File: src/rtl/lbps_pkg.sv
`default_nettype none

package lbps_pkg;

  localparam int LED_COUNT    = 64;
  localparam int SLOT_W       = 6;
  localparam int COLOR_W      = 24;
  localparam int FRAME_W      = 16;
  localparam int DUTY_W       = 16;
  localparam int BIT_CNT_W    = 5;
  localparam int LAST_BIT_POS = COLOR_W - 1;
  localparam int REG_IDX_W    = 1;

  typedef enum logic [REG_IDX_W-1:0] {
    REG_ONE_DUTY  = 1'b0,
    REG_ZERO_DUTY = 1'b1
  } reg_idx_t;

  typedef struct packed {
    logic               lit;
    logic [FRAME_W-1:0] on_cnt;
    logic [FRAME_W-1:0] off_cnt;
  } led_state_t;

  typedef struct packed {
    logic               valid;
    logic [COLOR_W-1:0] color;
  } frame_t;

endpackage

`default_nettype wire

File: src/rtl/lbps_ifs.sv
`default_nettype none

interface lbps_pixel_if;
  logic                         valid;
  logic                         ready;
  logic [lbps_pkg::SLOT_W-1:0]  led_slot;
  logic [lbps_pkg::COLOR_W-1:0] color_grb;
  logic [lbps_pkg::FRAME_W-1:0] on_frames;
  logic [lbps_pkg::FRAME_W-1:0] off_frames;

  modport source (output valid, led_slot, color_grb, on_frames, off_frames, input ready);
  modport sink (input valid, led_slot, color_grb, on_frames, off_frames, output ready);
endinterface

interface lbps_duty_if;
  logic                        valid;
  logic                        ready;
  logic [lbps_pkg::DUTY_W-1:0] duty;
  logic                        last_bit;

  modport source (output valid, duty, last_bit, input ready);
  modport sink (input valid, duty, last_bit, output ready);
endinterface

`default_nettype wire

File: src/rtl/lbps_blink.sv
`default_nettype none

module lbps_blink (
  input  wire logic             clk,
  input  wire logic             rst,
  lbps_pixel_if.sink            pixel,
  output lbps_pkg::frame_t      frame,
  input  wire logic             take
);

  logic                              s1_valid;
  logic [lbps_pkg::SLOT_W-1:0]       s1_slot;
  logic [lbps_pkg::COLOR_W-1:0]      s1_color;
  logic [lbps_pkg::FRAME_W-1:0]      s1_on;
  logic [lbps_pkg::FRAME_W-1:0]      s1_off;

  lbps_pkg::led_state_t              state_mem [lbps_pkg::LED_COUNT];
  logic [lbps_pkg::LED_COUNT-1:0]    vld;
  lbps_pkg::led_state_t              mem_q;
  logic                              vld_q;
  logic                              byp_use;
  lbps_pkg::led_state_t              byp_entry;

  lbps_pkg::led_state_t              cur;
  lbps_pkg::led_state_t              state_next;
  logic                              blink_en;
  logic [lbps_pkg::COLOR_W-1:0]      color_out;
  logic                              accept;
  logic                              wr;

  assign accept      = pixel.valid && pixel.ready;
  assign pixel.ready = !s1_valid || take;
  assign blink_en    = (s1_on != '0) && (s1_off != '0);
  assign wr          = take && blink_en;

  always_comb begin
    if (byp_use) begin
      cur = byp_entry;
    end else if (vld_q) begin
      cur = mem_q;
    end else begin
      cur = '0;
    end
  end

  always_comb begin
    state_next = cur;
    color_out  = s1_color;
    if (blink_en) begin
      if (cur.lit) begin
        if (cur.on_cnt < s1_on) begin
          state_next.on_cnt = cur.on_cnt + lbps_pkg::FRAME_W'(1);
        end else begin
          state_next.lit    = 1'b0;
          state_next.on_cnt = '0;
        end
      end else begin
        color_out = '0;
        if (cur.off_cnt < s1_off) begin
          state_next.off_cnt = cur.off_cnt + lbps_pkg::FRAME_W'(1);
        end else begin
          state_next.lit     = 1'b1;
          state_next.off_cnt = '0;
        end
      end
    end
  end

  assign frame.valid = s1_valid;
  assign frame.color = color_out;

  always_ff @(posedge clk) begin
    if (rst) begin
      s1_valid <= 1'b0;
      vld      <= '0;
      byp_use  <= 1'b0;
    end else begin
      if (accept) begin
        s1_valid <= 1'b1;
        byp_use  <= wr && (pixel.led_slot == s1_slot);
      end else if (take) begin
        s1_valid <= 1'b0;
      end
      if (wr) begin
        vld[s1_slot] <= 1'b1;
      end
    end
  end

  always_ff @(posedge clk) begin
    if (accept) begin
      s1_slot   <= pixel.led_slot;
      s1_color  <= pixel.color_grb;
      s1_on     <= pixel.on_frames;
      s1_off    <= pixel.off_frames;
      mem_q     <= state_mem[pixel.led_slot];
      vld_q     <= vld[pixel.led_slot];
      byp_entry <= state_next;
    end
    if (wr) begin
      state_mem[s1_slot] <= state_next;
    end
  end

`ifndef ASSERT_OFF
  a_take_needs_item: assert property (@(posedge clk) disable iff (rst)
    take |-> s1_valid)
    else $error("frame taken from an empty stage");

  a_stall_holds: assert property (@(posedge clk) disable iff (rst)
    s1_valid && !take |=> s1_valid && $stable(s1_slot) && $stable(s1_color))
    else $error("stalled frame changed");

  a_dark_is_black: assert property (@(posedge clk) disable iff (rst)
    s1_valid && blink_en && !cur.lit |-> color_out == '0)
    else $error("dark LED emitted color");
`endif

endmodule

`default_nettype wire

File: src/rtl/lbps_serializer.sv
`default_nettype none

module lbps_serializer (
  input  wire logic                          clk,
  input  wire logic                          rst,
  input  wire lbps_pkg::frame_t              frame,
  output logic                               take,
  input  wire logic [lbps_pkg::DUTY_W-1:0]   one_duty,
  input  wire logic [lbps_pkg::DUTY_W-1:0]   zero_duty,
  lbps_duty_if.source                        word
);

  logic                              busy;
  logic [lbps_pkg::COLOR_W-1:0]      shift;
  logic [lbps_pkg::BIT_CNT_W-1:0]    cnt;
  logic                              is_last;
  logic                              xfer;
  logic                              free;

  assign is_last       = cnt == lbps_pkg::BIT_CNT_W'(lbps_pkg::LAST_BIT_POS);
  assign xfer          = word.valid && word.ready;
  assign free          = !busy || (xfer && is_last);
  assign take          = frame.valid && free;

  assign word.valid    = busy;
  assign word.duty     = shift[lbps_pkg::COLOR_W-1] ? one_duty : zero_duty;
  assign word.last_bit = is_last;

  always_ff @(posedge clk) begin
    if (rst) begin
      busy <= 1'b0;
      cnt  <= '0;
    end else if (take) begin
      busy <= 1'b1;
      cnt  <= '0;
    end else if (xfer) begin
      if (is_last) begin
        busy <= 1'b0;
        cnt  <= '0;
      end else begin
        cnt <= cnt + lbps_pkg::BIT_CNT_W'(1);
      end
    end
  end

  always_ff @(posedge clk) begin
    if (take) begin
      shift <= frame.color;
    end else if (xfer) begin
      shift <= {shift[lbps_pkg::COLOR_W-2:0], 1'b0};
    end
  end

`ifndef ASSERT_OFF
  a_load_starts: assert property (@(posedge clk) disable iff (rst)
    take |=> busy && cnt == '0)
    else $error("load did not restart the bit count");

  a_stall_holds: assert property (@(posedge clk) disable iff (rst)
    busy && !word.ready |=> $stable(shift) && $stable(cnt))
    else $error("stalled word changed");

  a_idle_count: assert property (@(posedge clk) disable iff (rst)
    !busy |-> cnt == '0)
    else $error("bit count left over while idle");
`endif

endmodule

`default_nettype wire

File: src/rtl/led_blink_pixel_serializer_unit.sv
`default_nettype none

// channel  | dir | payload                                      | transfer
// pixel    | in  | led_slot, color_grb, on_frames, off_frames   | valid & ready
// word     | out | duty, last_bit                               | valid & ready
// wr_*     | in  | wr_index, wr_data                            | wr_en
//
// Each pixel yields 24 words, bit 23 first, one per cycle while word.ready is high.
// In the blink stage a pixel's state is read, updated and written back; the pixel is taken
// when the shifter is idle or at the transfer of the previous pixel's last word.
// Reset clears all blink state (per-LED valid bits) and loads the duty defaults.
// Output stalls hold the shifter; the blink stage then holds, then pixel.ready drops.

module led_blink_pixel_serializer_unit (
  input  wire logic                            clk,
  input  wire logic                            rst,
  input  wire logic                            wr_en,
  input  wire logic [lbps_pkg::REG_IDX_W-1:0]  wr_index,
  input  wire logic [lbps_pkg::DUTY_W-1:0]     wr_data,
  lbps_pixel_if.sink                           pixel,
  lbps_duty_if.source                          word
);

  logic [lbps_pkg::DUTY_W-1:0] one_duty;
  logic [lbps_pkg::DUTY_W-1:0] zero_duty;
  lbps_pkg::frame_t            frame;
  logic                        take;

  always_ff @(posedge clk) begin
    if (rst) begin
      one_duty  <= lbps_pkg::DUTY_W'(60);
      zero_duty <= lbps_pkg::DUTY_W'(30);
    end else if (wr_en) begin
      case (lbps_pkg::reg_idx_t'(wr_index))
        lbps_pkg::REG_ONE_DUTY:  one_duty  <= wr_data;
        lbps_pkg::REG_ZERO_DUTY: zero_duty <= wr_data;
        default: ;
      endcase
    end
  end

  lbps_blink u_blink (
    .clk   (clk),
    .rst   (rst),
    .pixel (pixel),
    .frame (frame),
    .take  (take)
  );

  lbps_serializer u_ser (
    .clk       (clk),
    .rst       (rst),
    .frame     (frame),
    .take      (take),
    .one_duty  (one_duty),
    .zero_duty (zero_duty),
    .word      (word)
  );

endmodule

`default_nettype wire

File: src/flat_wrapper.sv
// flat-port wrapper written by rule: the top's interface ports become plain ports
module led_blink_pixel_serializer_unit_flat 
  (clk, rst, wr_en, wr_index, wr_data, pixel_valid, pixel_led_slot, pixel_color_grb, pixel_on_frames, pixel_off_frames, pixel_ready, word_valid, word_duty, word_last_bit, word_ready);
  lbps_pixel_if pixel_i ();
  lbps_duty_if word_i ();
  input  wire logic clk;
  input  wire logic rst;
  input  wire logic wr_en;
  input  wire logic [lbps_pkg::REG_IDX_W-1:0] wr_index;
  input  wire logic [lbps_pkg::DUTY_W-1:0] wr_data;
  input wire logic [$bits(pixel_i.valid)-1:0] pixel_valid;
  input wire logic [$bits(pixel_i.led_slot)-1:0] pixel_led_slot;
  input wire logic [$bits(pixel_i.color_grb)-1:0] pixel_color_grb;
  input wire logic [$bits(pixel_i.on_frames)-1:0] pixel_on_frames;
  input wire logic [$bits(pixel_i.off_frames)-1:0] pixel_off_frames;
  output wire logic [$bits(pixel_i.ready)-1:0] pixel_ready;
  output wire logic [$bits(word_i.valid)-1:0] word_valid;
  output wire logic [$bits(word_i.duty)-1:0] word_duty;
  output wire logic [$bits(word_i.last_bit)-1:0] word_last_bit;
  input wire logic [$bits(word_i.ready)-1:0] word_ready;
  assign pixel_i.valid = pixel_valid;
  assign pixel_i.led_slot = pixel_led_slot;
  assign pixel_i.color_grb = pixel_color_grb;
  assign pixel_i.on_frames = pixel_on_frames;
  assign pixel_i.off_frames = pixel_off_frames;
  assign pixel_ready = pixel_i.ready;
  assign word_valid = word_i.valid;
  assign word_duty = word_i.duty;
  assign word_last_bit = word_i.last_bit;
  assign word_i.ready = word_ready;
  led_blink_pixel_serializer_unit u_core (.clk(clk), .rst(rst), .wr_en(wr_en), .wr_index(wr_index), .wr_data(wr_data), .pixel(pixel_i), .word(word_i));
endmodule
File: config.mk
export PLATFORM = sky130hd
export DESIGN_NAME = led_blink_pixel_serializer_unit_flat
export DESIGN_NICKNAME = d
export VERILOG_FILES = /design/src/rtl/lbps_pkg.sv /design/src/rtl/lbps_ifs.sv /design/src/rtl/lbps_blink.sv /design/src/rtl/lbps_serializer.sv /design/src/rtl/led_blink_pixel_serializer_unit.sv /design/src/flat_wrapper.sv
export SDC_FILE = /design/constraint.sdc
export NUM_CORES = 2
export LEC_CHECK = 0
export BUFFER_PORTS_ARGS = -buffer_cell sky130_fd_sc_hd__buf_2
export CAP_MARGIN = 20
export CELL_PAD_IN_SITES_DETAIL_PLACEMENT = 1
export CELL_PAD_IN_SITES_GLOBAL_PLACEMENT = 1
export CORE_MARGIN = 4
export CORE_UTILIZATION = 50
export CTS_CLUSTER_DIAMETER = 30
export DETAILED_ROUTE_END_ITERATION = 7
export PLACE_DENSITY_LB_ADDON = 0.12
export SYNTH_ARGS = -nofsm -noshare
export SYNTH_HDL_FRONTEND = slang
export SYNTH_HIERARCHICAL = 1
export SYNTH_SLANG_ARGS = --single-unit
File: constraint.sdc
create_clock -name clk -period 5.9 [get_ports clk]
set_clock_uncertainty 0.05 [all_clocks]
set_input_delay 1.77 -clock clk [delete_from_list [all_inputs] [get_ports clk]]
set_output_delay 1.77 -clock clk [all_outputs]
set_load 0.1 [all_outputs]
# Word-level counts from Yosys, hierarchy flattened
# Memories as Yosys holds them, arrays and structs flattened. A register that Yosys moved wholly into a read port is not among the register bits.
# Cells that the tools add are included.
# word_totals
out_inout_bits	19
mem_bits_rw	2112
in_bits	84
ff_bits	224
n_memories	1
# op_classes
n_addsub	3
eq_ne	2
mux	27
n_lt_le_gt_ge	5
n_reduce_logical	21
bitwise_logic	2
# mem_list
memory	depth	word_bits	read_ports	rd_ports_with_merged_regs	wr	line_no	source
u_core.u_blink.state_mem	64	33	1	1	1	lbps_blink.sv:17	lbps_pkg::led_state_t state_mem [lbps_pkg::LED_COUNT];
# op_table
operator	count
two-way mux 33 bit	3
two-way mux 24 bit	4
two-way mux 16 bit	5
OR 64 bit	1
adder 16 x 1 -> 16 bit (second input constant)	2
< comparator 16 bit	2
nonzero test 16 bit	2
< comparator 6 x 7 -> 1 bit (second input constant)	2
two-way mux 1 bit	12
logical AND 1 bit	8
binary-select mux 1 bit (select 6 bit)	1
demux 1 bit (select 6 bit)	1
== test 6 bit	1
>= comparator 6 x 1 -> 1 bit (second input constant)	1
AND reduction 2 bit	3
nonzero test 2 bit	3
adder 5 x 1 -> 5 bit (second input constant)	1
== test 5 bit (second input constant)	1
two-way mux 5 bit	1
logical NOT 1 bit	2
logical OR 1 bit	2
OR reduction 2 bit	1
NOT 1 bit	1

# Depth between registers and ports, before layout
# depth
ltp_word	7
mapped_depth	14
depth_no_buf	10

# Cells and area by module
# The synthesis kept the hierarchy.
# modules_own_cells
module	area_per_inst_um2	n_inst	cells_per_inst
lbps_blink	89438.3	1	4100
lbps_serializer	1532.7	1	104
led_blink_pixel_serializer_unit	1342.5	1	127

# Worst setup path before layout
# No wires, ideal clock.
# synth_path
kind	input to register
startpoint	input port word_ready
endpoint	register u_core/u_blink/byp_entry[0] in the netlist's numbering (enable)
cell_stages	6
t_arrival_ps	5814
slack_ps	-446
setup_ps	482
path_cell_list	nand2_1 -> o21ai_4 -> buf_6 -> nand2b_1 -> nand2_1 -> inv_1
# synth_via
elab_chain_len	6
# synth_rtl
item	line_no	source
start: declaration	flat_wrapper.sv:20	input wire logic [$bits(word_i.ready)-1:0] word_ready;
logical AND 1 bit	lbps_serializer.sv:21	assign xfer = word.valid && word.ready;
logical AND 1 bit	lbps_serializer.sv:22	assign free = !busy || (xfer && is_last);
logical OR 1 bit	lbps_serializer.sv:22	
logical AND 1 bit	lbps_serializer.sv:23	assign take = frame.valid && free;
via u_core.take	led_blink_pixel_serializer_unit.sv:27	logic take;
logical OR 1 bit	lbps_blink.sv:32	assign pixel.ready = !s1_valid || take;
via pixel_ready	flat_wrapper.sv:16	output wire logic [$bits(pixel_i.ready)-1:0] pixel_ready;
logical AND 1 bit	lbps_blink.sv:31	assign accept = pixel.valid && pixel.ready;
via u_core.u_blink.accept	lbps_blink.sv:28	logic accept;
end signal: assignment	lbps_blink.sv:98	byp_entry <= state_next;
end: declaration	lbps_blink.sv:22	lbps_pkg::led_state_t byp_entry;
# The timed path passes the listed nets, and every way through them passes these cells.
# A chain may end at the register's enable or synchronous reset.

==> results.md <==
* Outcome: finished clean
* Worst Hold Class: reg2reg
* Clock Latency Late Sink at slightly below 1 ns
* Final-report setup violation count at 0
* First-pass GRT wire length at 384000 um
* TritonCTS clock tree: done
* Average cell area after synthesis at 21.3 um^2
* Register bit total from synthesis at between 2000 and 2500
* Max-slew headroom at 0.221
* Top cells by instance count after synthesis: sky130_fd_sc_hd__edfxtp_1, sky130_fd_sc_hd__mux4_2, sky130_fd_sc_hd__nor2_1, sky130_fd_sc_hd__mux2i_1, sky130_fd_sc_hd__dfxtp_1
* Upper clock frequency limit at between 0.2 and 0.25 GHz
* Count of synthesis-stage warnings from yosys at 6
* Met1 Usage GRT at 0.390
* Input/output buffers at around 100
* Worst Path Max Fanout at 34
* Fraction of the yosys area taken by sequential cells at 0.759
* DR DRC count at 0
* Arrival time at the worst endpoint at between 5 and 6 ns
* Post-synthesis cell count at between 4000 and 5000
* Number of filler cells placed in the layout at ~15000
* Final setup slack of the worst path at around 1.1 ns
* Die boundary width at 438 um
* Internal cell power at about 0.038 W
* Final Net Count at 4999
* Antenna violations before repair at 18
* Number of hold buffers added after cts at 0
* Max-capacitance violation count at 0
* Combinational Power Share at 0.050
* Share of flip-flops with an asynchronous set or reset after synthesis at 0
* Cts bufs inserted at 480
* Routed via count at roughly 49000
* Grt met2 use at 0.451
* Cell leakage power at 37.9 nW
* Placeable core region at around 180000 um^2
* Register-to-Register Setup Slack at between 1 and 1.5 ns
* Total global-route track usage at 0.284
* Post-CTS setup buffer count at 0
* Sequential share of power at 0.394
* Fin crit period at ~4.8 ns
* Clock tree buffer depth at 4
* Cells taking the most area after synthesis: sky130_fd_sc_hd__edfxtp_1, sky130_fd_sc_hd__mux4_2, sky130_fd_sc_hd__dfxtp_1, sky130_fd_sc_hd__mux2i_1, sky130_fd_sc_hd__nor2_1
* Detailed Route Iter0 Violations at 5952
* Total number of H-tree levels at 5
* Worst setup timing slack at the placement stage at a little under 0.8 ns
* Finished Core Util at 0.621
* Final hold vios at 0
* Via density at 6.31
* Most used routing layer in global routing: met2
* Number of distinct library cell variants in the gate-level netlist after synthesis at 72
* Die height at roughly 440 um
* Top cell type's share of synthesized area at 0.737
* Worst IR drop on VDD at between 0.3 and 0.4 mV
* Count of instances resized after the clock tree is built at 0
* EDFF count, synth at between 2000 and 2500
* Overflow left after global routing at 0
* Synth-to-layout area growth at 23.3%
* Floorplan row count at about 160
* Number of global-route vias before repair at 51100
* First-pass iteration count of the detailed router at 8
* Pwr per Cell Area at 423 nW/um^2
* Routed wire length at about 270000 um
* Slew at the pin closest to its max-slew limit at about 1.2 ns
* Power share of the clock group at 0.555
* Post-route antenna net violation count at 0
* Initial core utilization at 0.504
* DPL Wire Length at ~150000 um
* Worst setup EP type: register
* Die ar. at about 190000 um^2
* Largest net degree at the start of global routing at 130
* Most frequently used flop master after synthesis: sky130_fd_sc_hd__edfxtp_1
* Grt met3 use at 0.0589
* Weighted congestion at the end of routability-driven global placement at 0.860
* Data required time at the worst endpoint at 6.48 ns
* Share of cells above drive strength 1 at 0.349
* Fraction of power spent switching nets at 0.217
* Clock-pin transition on the worst setup and hold timing paths at roughly 0.040 ns
* Most common cell in the netlist: sky130_fd_sc_hd__edfxtp_1
* Number of clock sinks at about 2400
* Slew Limit Fails at 0
* Kind of launch point of the worst setup path: register
* RSZ-0062 raised after global routing: no
* Syn Std Cell Area at approximately 92000 um^2
* Mapped Nets at 4448
* Depth of the most critical reg-to-reg path at 10
* Hold depth at 2
* Net switching power of the design at 0.0104 W
* Root buffer cell: sky130_fd_sc_hd__clkbuf_16
* Period utilization at 0.812
* Worst Path Class, Setup: reg2reg
* Number of ports placed on the die boundary at 103
* Cell accounting for the most synthesized area: sky130_fd_sc_hd__edfxtp_1
* Routed length per placed instance at about 35 um
-- routing by layer --
| layer | vias up | routed length [um] |
|---|---|---|
| li1 | 19400 | - |
| met1 | 26400 | 106000 |
| met2 | 2511 | 130000 |
| met3 | 513 | 22800 |
| met4 | 0 | 10700 |
| met5 | - | 0 |
-- worst paths after layout --
check | start | to
worst max-delay path | u_core/u_blink/vld_q | u_core/u_blink/state_mem[34][32]
worst min register to register | u_core/u_blink/vld[62] | u_core/u_blink/vld[62]
worst max register to register | u_core/u_blink/vld_q | u_core/u_blink/state_mem[34][32]
worst min-delay path | u_core/u_blink/vld[62] | u_core/u_blink/vld[62]
-- per-stage QoR --
stage               power (W)  instances  cell area [um^2]  TNS (ns)  hold slack (ns)
floorplan              0.0206       4331             92300     -3.17            0.381
global placement       0.0216       6861             97600         0            0.391
detailed placement     0.0217       6861             97600         0            0.401
CTS                    0.0485       7737            114000         0            0.413
global route           0.0496       7740            114000         0            0.432
finish                 0.0482       7749            114000         0            0.412
-- power by group through the flow --
stage / logic (W) / registers, W / clock network [W]
3_3_place_gp: 0.00237 / 0.0193 / 0
5_1_grt: 0.00256 / 0.0190 / 0.0281
2_1_floorplan: 0.00135 / 0.0193 / 0
4_1_cts: 0.00243 / 0.0190 / 0.0271
3_5_place_dp: 0.00241 / 0.0193 / 0
6_report: 0.00243 / 0.0190 / 0.0267
-- state kept, by name, indices dropped and copies added, names as in the netlist, 5 cells and up --
| register | cells |
|---|---|
| u_core/u_ser/cnt | 5 |
| u_core/u_blink/s1_on | 16 |
| u_core/u_blink/s1_slot | 6 |
| u_core/u_blink/byp_entry | 33 |
| u_core/u_blink/s1_color | 24 |
| u_core/u_blink/state_mem | 2112 |
| u_core/u_blink/mem_q | 33 |
| u_core/u_ser/shift | 24 |
| u_core/zero_duty | 16 |
| u_core/u_blink/vld | 64 |
| u_core/one_duty | 16 |
| u_core/u_blink/s1_off | 16 |
-- critical path: stages (launching register included) --
cell and delay (ns):
sky130_fd_sc_hd__edfxtp_1 0.39, sky130_fd_sc_hd__and2b_1 0.52, sky130_fd_sc_hd__a22oi_1 0.68, sky130_fd_sc_hd__inv_1 0.19, sky130_fd_sc_hd__ha_1 0.32, sky130_fd_sc_hd__o21ai_0 0.09
sky130_fd_sc_hd__a2111oi_0 0.63, sky130_fd_sc_hd__a211oi_2 0.16, sky130_fd_sc_hd__and2_1 0.31, sky130_fd_sc_hd__a211o_2 0.69, sky130_fd_sc_hd__buf_4 0.40
-- kinds of logic (layout without fill, tap and decap cells) --
| logic type | count (synthesis) | after routing | share of synthesized area |
|---|---|---|---|
| AO/OA/AOI/OAI | 326 | 326 | 0.0228 |
| XOR/XNOR | 16 | 16 | 0.00152 |
| adder cells (fa/ha/maj) | 33 | 33 | 0.00447 |
| buffers and inverters | 287 | 1232 | 0.0141 |
| flip-flops | 2369 | 2369 | 0.759 |
| multiplexers | 778 | 778 | 0.169 |
| other | 0 | 9 | 0 |
| AND/OR/NAND/NOR | 522 | 522 | 0.0284 |
-- final cells by class --
class	instances	area, um^2	share of cell area
diodes	9	22.5	0.000198
inverters	49	188	0.00165
flip-flops and latches	2369	70100	0.616
multi-input cells	1675	21700	0.191
well taps	2464	3080	0.0271
repair buffers	307	2630	0.0231
clock buffers	547	12300	0.108
clock inverters	329	3760	0.0331
-- cell usage in the layout, fill, tap and decap left out, drive strengths merged, types with 12 or more instances in the layout --
cell / n
a21oi: 94
a22o: 14
a22oi: 46
a31oi: 25
and2: 34
buf: 306
bufinv: 73
clkbuf: 548
clkinv: 178
clkinvlp: 53
dfxtp: 104
edfxtp: 2265
ha: 33
inv: 74
mux2: 39
mux2i: 115
mux4: 624
nand2: 84
nand2b: 68
nand3: 42
nand4: 15
nor2: 199
nor2b: 13
nor4: 16
o211ai: 14
o21ai: 40
o22ai: 57
xnor2: 12
No activity file was read; power rests on OpenSTA's default activity.
